### src/hdl/hscp_pkg.sv
package hscp_pkg;

  // plane selector codes
  localparam logic [2:0] KIND_XMIN = 3'd0;
  localparam logic [2:0] KIND_XMAX = 3'd1;
  localparam logic [2:0] KIND_YMIN = 3'd2;
  localparam logic [2:0] KIND_YMAX = 3'd3;
  localparam logic [2:0] KIND_ZMIN = 3'd4;
  localparam logic [2:0] KIND_ZMAX = 3'd5;

  localparam int KindWidth       = 3;
  localparam int DefCoordWidth   = 32;
  localparam int DefFracBits     = 16;
  localparam int QueueDepth      = 2;
  localparam int OutQueueDepth   = 2;

endpackage

### src/hdl/hscp_front.sv
module hscp_front #(
  parameter int W = hscp_pkg::DefCoordWidth
) (
  input  logic                           clk,
  input  logic                           rst_n,
  input  logic                           in_push,
  output logic                           in_full,
  input  logic [hscp_pkg::KindWidth-1:0] kind,
  input  logic [3:0][W-1:0]              av,
  input  logic [3:0][W-1:0]              bv,
  input  logic                           q_full,
  output logic                           q_push,
  output logic [hscp_pkg::KindWidth+4*W+4*(W+1)+2*W+5-1:0] q_word
);
  import hscp_pkg::*;

  localparam int FW = KindWidth + 4*W + 4*(W+1) + 2*W + 5;

  logic          fr_valid_r;
  logic [FW-1:0] fr_word_r, fr_word_nxt;
  logic          take;

  assign take    = in_push && !in_full;
  assign q_push  = fr_valid_r && !q_full;
  assign in_full = fr_valid_r && q_full;
  assign q_word  = fr_word_r;

  // deltas, plane numerator and denominator
  always_comb begin
    logic [3:0][W:0]     dv;
    logic [1:0]          axis;
    logic                is_max;
    logic signed [W+1:0] ai, aw, num;
    logic signed [W+2:0] di, dw, den;
    for (int i = 0; i < 4; i++) begin
      dv[i] = $signed({bv[i][W-1], bv[i]}) - $signed({av[i][W-1], av[i]});
    end
    axis   = kind[2:1];
    is_max = kind[0];
    ai     = $signed({{2{av[axis][W-1]}}, av[axis]});
    aw     = $signed({{2{av[3][W-1]}}, av[3]});
    di     = $signed({{2{dv[axis][W]}}, dv[axis]});
    dw     = $signed({{2{dv[3][W]}}, dv[3]});
    if (is_max) begin
      num = ai - aw;
      den = dw - di;
    end else begin
      num = -ai - aw;
      den = di + dw;
    end
    fr_word_nxt = {kind, av, dv, num, den};
  end

  always_ff @(posedge clk) begin
    if (!rst_n) begin
      fr_valid_r <= 1'b0;
    end else if (take) begin
      fr_valid_r <= 1'b1;
    end else if (q_push) begin
      fr_valid_r <= 1'b0;
    end
  end

  always_ff @(posedge clk) begin
    if (take) begin
      fr_word_r <= fr_word_nxt;
    end
  end

endmodule

### config.mk
export PLATFORM = sky130hd
export DESIGN_NAME = hscp_front
export DESIGN_NICKNAME = d
export VERILOG_FILES = /design/src/hdl/hscp_pkg.sv /design/src/hdl/hscp_front.sv
export SDC_FILE = /design/constraint.sdc
export NUM_CORES = 1
export LEC_CHECK = 0
export ABC_CLOCK_PERIOD_IN_PS = 56600
export BUFFER_PORTS_ARGS = -buffer_cell sky130_fd_sc_hd__buf_2
export CAP_MARGIN = 20
export CELL_PAD_IN_SITES_DETAIL_PLACEMENT = 1
export CELL_PAD_IN_SITES_GLOBAL_PLACEMENT = 2
export CORE_AREA = 2 2 297 299
export CTS_CLUSTER_DIAMETER = 120
export DETAILED_ROUTE_END_ITERATION = 7
export DIE_AREA = 0 0 299 301
export PLACE_DENSITY = 0.8
export SLEW_MARGIN = 15
export SYNTH_ARGS = -nofsm -noshare
export SYNTH_HDL_FRONTEND = slang
export SYNTH_SLANG_ARGS = --single-unit
export TNS_END_PERCENT = 30
### constraint.sdc
create_clock -name clk -period 56.6 [get_ports clk]
set_clock_uncertainty 0.2 [all_clocks]
set_input_delay 11.32 -clock clk [delete_from_list [all_inputs] [get_ports clk]]
set_output_delay 11.32 -clock clk [all_outputs]
set_load 0.005 [all_outputs]
==> summary.txt <==
Status = completed
Post-synth top area share = 38.46%
GP Congestion = 0.9203
Full die area = 0.09000 mm2
Area grow syn2layout = 22.57%
Worst min path class = flop to flop
TritonRoute pass-1 iters = 5
Mapped Cells = 2612
Core region area = 0.08648 mm2
Hold_ws = 0.4988 ns
Fin crit share = 41.14%
RSZ-0062 raised after global routing = false
Fin crit period = 23.29 ns
Global-route wire length before repair = 157.8 mm
Critical path class = input port to output port
Leakage = 14.21 nW
Critical hold path startpoint = fr_valid_r
DPL Wire Length = 91.48 mm
Post-Syn Nets = 3169
Commonest non-fill, non-tap cell in the layout = buf_2
Placed cells = 4314
Pin count of the biggest net entering global routing = 140
Most frequent cells in the layout = buf_2, edfxtp_1, ha_1
TritonCTS clock tree = built
EDFF count, synth = 331
Critical Path End Type = output port
Worst Tran Pin Value = 1.115 ns
Achievable Freq = 0.04294 GHz
Setup repair bufs after CTS = 0
Hold buffers post-CTS = 0
Synth warn = 0
Post-placement cell area = 0.03016 mm2
TritonCTS Buffers = 44
Final setup viols = 0
Number of gates resized after CTS = 0
CTS clock-pin slew for the worst setup and hold paths = 0.06 ns
GRT Total Usage = 23.87%
IO buf count = 596
Synth unique cells = 93
FF-to-FF path depth = 5
Initial DRC Count = 1556
Pre-CTS setup slack = 33.32 ns
Synth top area cells = edfxtp_1, ha_1, a21oi_1, xnor2_1, inv_1
Total wire length = 111.2 mm
Final ANT Viol Nets = 0
Sequential share of the synthesized area = 38.54%
Initial antenna violation count = 31
Critical path startpoint category = input port
Starting Density = 29.88%
Reg-to-reg critical path startpoint = fr_valid_r
Critical Path RT = 45.08 ns
Count of final hold-check violations = 0
Final #Nets = 3762
Final setup margin = 33.31 ns
Commonest register cell after synthesis = edfxtp_1
Final slew viol count = 0
Max Cap Violations = 0
Non-Filler Instances = 4411
Vias in the first global route = 23590
Peak VDD IR = 0.02144 mV
Leading area contributor after synthesis = edfxtp_1
Final Util = 36.63%
Avg Inst Size Synth = 9.894 um2
Clk_lat worst skew = 0.60 ns
Num ports = 597
Die width = 299 um
WP data arrival = 11.77 ns
Max transition margin = 25.50%
Share of cells above drive strength 1 = 23.67%
Max clock buf depth = 3
Seq cells post-synth = 332
Tot Pwr = 1.011 mW
Setup tns final = 0 ns
Max FO, Critical Path = 3
Die Y = 301 um
CTS root buf = clkbuf_16
Power Density = 31.92 mW/mm2
Row count = 108
Worst Hold End = fr_valid_r
GRT Residual Overflow = 0
Fin area = 0.03168 mm2
DR vias = 23060
Filler cells = 10130
Async SR Flop Fraction = 0%
Reg2reg setup slack = 52.96 ns
Drt wl/cell = 25.22 um
Hold depth = 2
Post-DR vias/cell = 5.227
Synthesized area = 0.02584 mm2
CTS Sinks = 332
Worst r2r dst = q_word[79]
DRC = 0
CTS H-tree depth = 2
-- worst max-delay path: stages --
cell,delay (ns)
buf_2,0.11
and2_1,0.20
buf_2,0.14
-- sequential cells by signal, summed over array words and instances, names as in the netlist --
register,count
q_word,331
fr_valid_r,1
-- cell type report --
class | count | area, um2 | share of cell area (%)
Tap cell | 1155 | 1445 | 4.562
Clock inverter | 32 | 310.3 | 0.9796
Inverter | 253 | 949.7 | 2.998
Timing Repair Buffer | 614 | 3136 | 9.899
Antenna cell | 16 | 40.04 | 0.1264
Sequential cell | 332 | 9960 | 31.44
Multi-Input combinational cell | 1960 | 14670 | 46.32
Clock buffer | 49 | 1162 | 3.669
-- worst max-delay path by stage --
stage | slack [ns] | from | end
floorplan | 29.24 | q_full | q_word[0]
global placement | 33.32 | q_full | in_full
detailed placement | 33.32 | q_full | in_full
CTS | 33.31 | q_full | in_full
global route | 33.30 | q_full | in_full
finish | 33.31 | q_full | in_full
-- metal layers --
metal  global-route usage, %  wire [um]
met4                   8.429       4053
met5                       0         81
met1                   31.93      50010
met3                   4.639       6566
met2                   38.40      50530
-- cell families after synthesis --
family	after synthesis	share of synthesized area (%)
xor+xnor	206	7.010
simple gates	670	12.67
buf+inv	320	4.716
mux	65	4.328
fa+ha+maj	294	14.44
flops	332	38.54
compound gates	725	18.30
-- Yosys cell counts (all sizes together), types with 7 or more instances --
cell and n:
and3 26, a21boi 17, xor2 86, a31oi 32
nor3 48, and2 20, o31a 8, a211oi 30
clkbuf 46, a21oi 227, or3 17, o31ai 18
xnor2 120, or2 11, a211o 9, mux4 37
fa 7, o21a 34, mux2i 24, nand2 177
nor2b 38, ha 287, nand2b 38, o21ai 127
o21bai 17, edfxtp 331, nand4 26, nor3b 8
o221ai 8, a21o 94, o211ai 18, nor2 176
o22ai 11, buf 21, inv 252, nand3 53
-- where the power goes --
part | internal (mW) | leakage, nW | switching [mW]
sequential | 0.322 | 3.21 | 0.00997
clock | 0.168 | 0.711 | 0.123
combinational | 0.152 | 10.3 | 0.237
(Power assumes the default switching activity.)
