$ cat config.mk
export PLATFORM = sky130hd
export DESIGN_NAME = hscp_fifo
export DESIGN_NICKNAME = d
export VERILOG_FILES = /design/src/hdl/hscp_fifo.sv
export SDC_FILE = /design/constraint.sdc
export NUM_CORES = 1
export LEC_CHECK = 0
export BUFFER_PORTS_ARGS = -buffer_cell sky130_fd_sc_hd__buf_2
export CAP_MARGIN = 20
export CORE_AREA = 2 2 46 69
export DETAILED_ROUTE_END_ITERATION = 12
export DIE_AREA = 0 0 48 71
export HOLD_SLACK_MARGIN = 0.05
export SLEW_MARGIN = 20
export SYNTH_ARGS = -nofsm -noshare
export SYNTH_HDL_FRONTEND = slang
export SYNTH_SLANG_ARGS = --single-unit
$ cat constraint.sdc
create_clock -name clk -period 2.1 [get_ports clk]
set_clock_uncertainty 0.05 [all_clocks]
set_input_delay 0.42 -clock clk [delete_from_list [all_inputs] [get_ports clk]]
set_output_delay 0.42 -clock clk [all_outputs]
set_load 0.02 [all_outputs]
$ cat src/hdl/hscp_fifo.sv
module hscp_fifo #(
  parameter int WIDTH = 8,
  parameter int DEPTH = 2
) (
  input  logic             clk,
  input  logic             rst_n,
  input  logic             push,
  input  logic [WIDTH-1:0] din,
  output logic             full,
  input  logic             pop,
  output logic [WIDTH-1:0] dout,
  output logic             empty
);
  localparam int AW = (DEPTH > 1) ? $clog2(DEPTH) : 1;
  localparam int CW = $clog2(DEPTH + 1);

  logic [WIDTH-1:0] mem_r [DEPTH];
  logic [AW-1:0]    wp_r, wp_nxt, rp_r, rp_nxt;
  logic [CW-1:0]    cnt_r, cnt_nxt;
  logic             do_push, do_pop;

  assign full    = (cnt_r == CW'(DEPTH));
  assign empty   = (cnt_r == '0);
  assign do_push = push && !full;
  assign do_pop  = pop && !empty;
  assign dout    = mem_r[rp_r];

  // pointer and count update
  always_comb begin
    wp_nxt  = wp_r;
    rp_nxt  = rp_r;
    if (do_push) begin
      wp_nxt = (wp_r == AW'(DEPTH - 1)) ? '0 : wp_r + 1'b1;
    end
    if (do_pop) begin
      rp_nxt = (rp_r == AW'(DEPTH - 1)) ? '0 : rp_r + 1'b1;
    end
    cnt_nxt = cnt_r + CW'(do_push) - CW'(do_pop);
  end

  always_ff @(posedge clk) begin
    if (!rst_n) begin
      wp_r  <= '0;
      rp_r  <= '0;
      cnt_r <= '0;
    end else begin
      wp_r  <= wp_nxt;
      rp_r  <= rp_nxt;
      cnt_r <= cnt_nxt;
    end
  end

  // storage, no reset
  always_ff @(posedge clk) begin
    if (do_push) begin
      mem_r[wp_r] <= din;
    end
  end

endmodule

==> implementation parameters <==
Parameter                              Value

Status
  Result of the run ... completed

Global route
  Antenna violations before repair ... 0
  Global route hottest layer ... met2
  Met1 GRT Util ... 8.99%
  Via count of the first global-routing pass ... 462
  Met3 layer usage reported by global route ... 1.53%
  Congestion Overflow GR ... 0
  Pin count of the biggest net entering global routing ... 12
  Global-route wire length before repair ... 1.95 mm
  Combined global-route utilization of all metal layers ... 8.18%
  Met2 demand-to-capacity share in global routing ... 13.8%

Cells and area
  Share of cells above drive strength 1 ... 45.5%
  Post-layout net count ... 92
  N_diodes ... 0
  Syn-to-layout area delta ... 24.8%
  Leading cell type in the layout, fill and taps excluded ... sky130_fd_sc_hd__buf_2
  Most frequent cells in the layout ... sky130_fd_sc_hd__buf_2, sky130_fd_sc_hd__edfxtp_1, sky130_fd_sc_hd__mux2_2

Clock network
  CTS tree ... done
  Hold buffer count at CTS ... 0
  H-tree Lvls ... 1
  Clock edge transition at the registers on the reported setup and hold paths ... 0.07 ns
  Post-cts gate resize count ... 0
  Post-CTS Setup Inserts ... 0
  TritonCTS sink count ... 21
  Source-to-sink clock delay at the later pin of the worst-skew pair ... 0.25 ns
  Total CTS buffers ... 3
  Maximum buffer depth of the clock tree ... 2
  Cell at the root of the clock tree ... sky130_fd_sc_hd__clkbuf_8

Synth
  Register area share after synthesis ... 71.5%
  Number of warnings reported in the yosys synthesis log ... 0
  Post-synthesis cell type count ... 17
  Syn_area_per_cell ... 15.6 sq um
  Synthesized instance count ... 52
  Number of nets in the synthesized netlist ... 66
  Number of storage elements in the synthesis netlist ... 21
  Post-synth design cell area ... 812 sq um

Pwr
  Leakage Power ... 0.419 nW
  PD cells ... 1240 mW/mm^2
  Max IR drop VDD ... 0.563 mV
  Total chip power ... 1.25 mW

Die
  Starting utilization of the core area ... 28.5%
  Boundary pin count ... 22
  Die outline width ... 48 um
  Std cell rows ... 24
  Height of the chip ... 71 um
  Core area ... 0.00285 sq mm
  Full die area ... 0.00341 sq mm

Setup path
  Required time of the worst setup path ... 1.63 ns
  Critical path launch point type ... register
  Worst Path Max Fanout ... 8
  Largest delay share family, worst path ... flip-flops
  Data arrival at the endpoint of the critical path ... 1.34 ns
  Slowest cell on crit path ... sky130_fd_sc_hd__dfxtp_1
  Worst path cell trace ... mux2_2, buf_2
  Crit end category ... output pin
  Highest cell delay on the worst timing path ... 0.55 ns
  Crit path buf inv count ... 1
  WS Path Type ... reg -> out
  Number of cells on the worst reg-to-reg path ... 8
  Depth of the critical timing path with buffers and inverters included ... 2

STA
  Worst hold slack after final layout ... 0.311 ns
  Achievable clock frequency ... 0.553 GHz
  Unrepaired setup endpoints after global routing ... no
  Pins Over Slew Limit ... 0
  Worst slew margin relative to its limit ... 74.4%
  Slew at the pin closest to its max-slew limit ... 0.384 ns
  Tmin final ... 1.81 ns
  Endpoints failing hold ... 0
  Share of the cycle needed by the critical path after routing ... 86.2%
  Final worst-path setup slack ... 0.291 ns
  Final setup violation count ... 0
  Total negative setup slack ... 0 ns

Worst hold path
  Hold crit path type ... in -> reg
  Instance count along the most critical hold path ... 1

Detailed routing
  First-iteration detailed-routing DRC count ... 30
  Number of detailed-routing iterations run before antenna repair ... 4
  Number of vias after detailed routing ... 449
  Vias per Instance ... 3.87
  Detail-routed net length per standard cell ... 10.5 um
  Remaining antenna violation count after routing ... 0
  Sum of routed wire length over all layers ... 1.22 mm
  Number of DRC violations after detailed routing ... 0

Placed design
  Routability congestion estimate from global placement ... 0.655
  Port buffer count ... 21
  Place WS ... 0.363 ns
  Final HPWL from detailed placement ... 906 um

Flow run
  Maximum capacitance violations ... 0
==> final timing paths <==
| path | start | to | slack [ns] |
|---|---|---|---|
| min reg2reg | wp_r$_SDFFE_PN0N_ | wp_r$_SDFFE_PN0N_ | 0.44 |
| min | din[6] | mem_r[0][6]$_DFFE_PP_ | 0.31 |
| max reg2reg | cnt_r[0]$_SDFF_PN0_ | cnt_r[1]$_SDFF_PN0_ | 0.38 |
| max | register | dout[5] | 0.29 |
==> area by class of cell <==
class                           instances  area [sq um]
Clock buffer                            4          45.0
Fill cell                             288          1840
Inverter                                3          11.3
Multi-Input combinational cell         27           215
Sequential cell                        21           581
Tap cell                               39          48.8
Timing Repair Buffer                   22           113
==> power by group <==
part | internal, mW | switching (mW) | total, mW
logic | 0.184 | 0.226 | 0.410
clock network | 0.134 | 0.109 | 0.243
registers | 0.543 | 0.0581 | 0.601
total | 0.862 | 0.393 | 1.25
==> synth_stat cells <==
library cell                n  area [sq um]
sky130_fd_sc_hd__nand2_1    2          7.51
sky130_fd_sc_hd__inv_1      3          11.3
sky130_fd_sc_hd__nand2b_1   2          12.5
sky130_fd_sc_hd__edfxtp_1  16           480
sky130_fd_sc_hd__xnor2_1    1          8.76
sky130_fd_sc_hd__o21a_2     1          8.76
sky130_fd_sc_hd__mux2_2     8          90.1
sky130_fd_sc_hd__xor2_1     1          8.76
sky130_fd_sc_hd__nor3_1     1          5.00
sky130_fd_sc_hd__buf_2      1          5.00
sky130_fd_sc_hd__nor2_1     5          18.8
sky130_fd_sc_hd__mux2i_1    1          10.0
sky130_fd_sc_hd__and3_1     1          6.26
sky130_fd_sc_hd__ha_1       2          25.0
sky130_fd_sc_hd__dfxtp_1    5           100
sky130_fd_sc_hd__and2_2     1          7.51
sky130_fd_sc_hd__and2_1     1          6.26
==> logic make-up (layout without fill, tap and decap cells) <==
family,count (synthesis),after routing,share of synthesized area (%)
buffers and inverters,4,29,2.00
xor gates and xnor gates,2,2,2.16
and+or+nand+nor,13,13,7.86
muxes,9,9,12.3
DFF,21,21,71.5
adders and majority gates,2,2,3.08
AOI/OAI and AO/OA,1,1,1.08
==> state kept, by name, indices dropped and copies added, names as in the netlist, named ones only <==
name	cells
mem_r	16
cnt_r	2
rp_r	1
wp_r	1
==> stage by stage <==
stage | util (%) | cells | instance area (sq um)
global route | 35.5 | 116 | 1010
global placement | 33.9 | 112 | 968
floorplan | - | 52 | 812
finish | 35.5 | 116 | 1010
CTS | 35.5 | 116 | 1010
detailed placement | 33.9 | 112 | 968
==> metal layers <==
| metal | routed length, um | share of wire (%) | vias to the layer above |
|---|---|---|---|
| met3 | 57 | 4.7 | 2 |
| met1 | 487 | 40 | 200 |
| li1 | - | - | 233 |
| met4 | 8 | 0.66 | 0 |
| met2 | 667 | 55 | 14 |
| met5 | 0 | 0 | - |
==> worst register-to-register path: stages (launching register included) <==
cell and delay, ns:
sky130_fd_sc_hd__dfxtp_1 0.37, sky130_fd_sc_hd__nand2b_1 0.16, sky130_fd_sc_hd__nand2_1 0.11, sky130_fd_sc_hd__ha_1 0.29
sky130_fd_sc_hd__inv_1 0.04, sky130_fd_sc_hd__ha_1 0.18, sky130_fd_sc_hd__xor2_1 0.15, sky130_fd_sc_hd__and2_2 0.18
sky130_fd_sc_hd__nor3_1 0.12
Power figures use the tool's default switching activity.
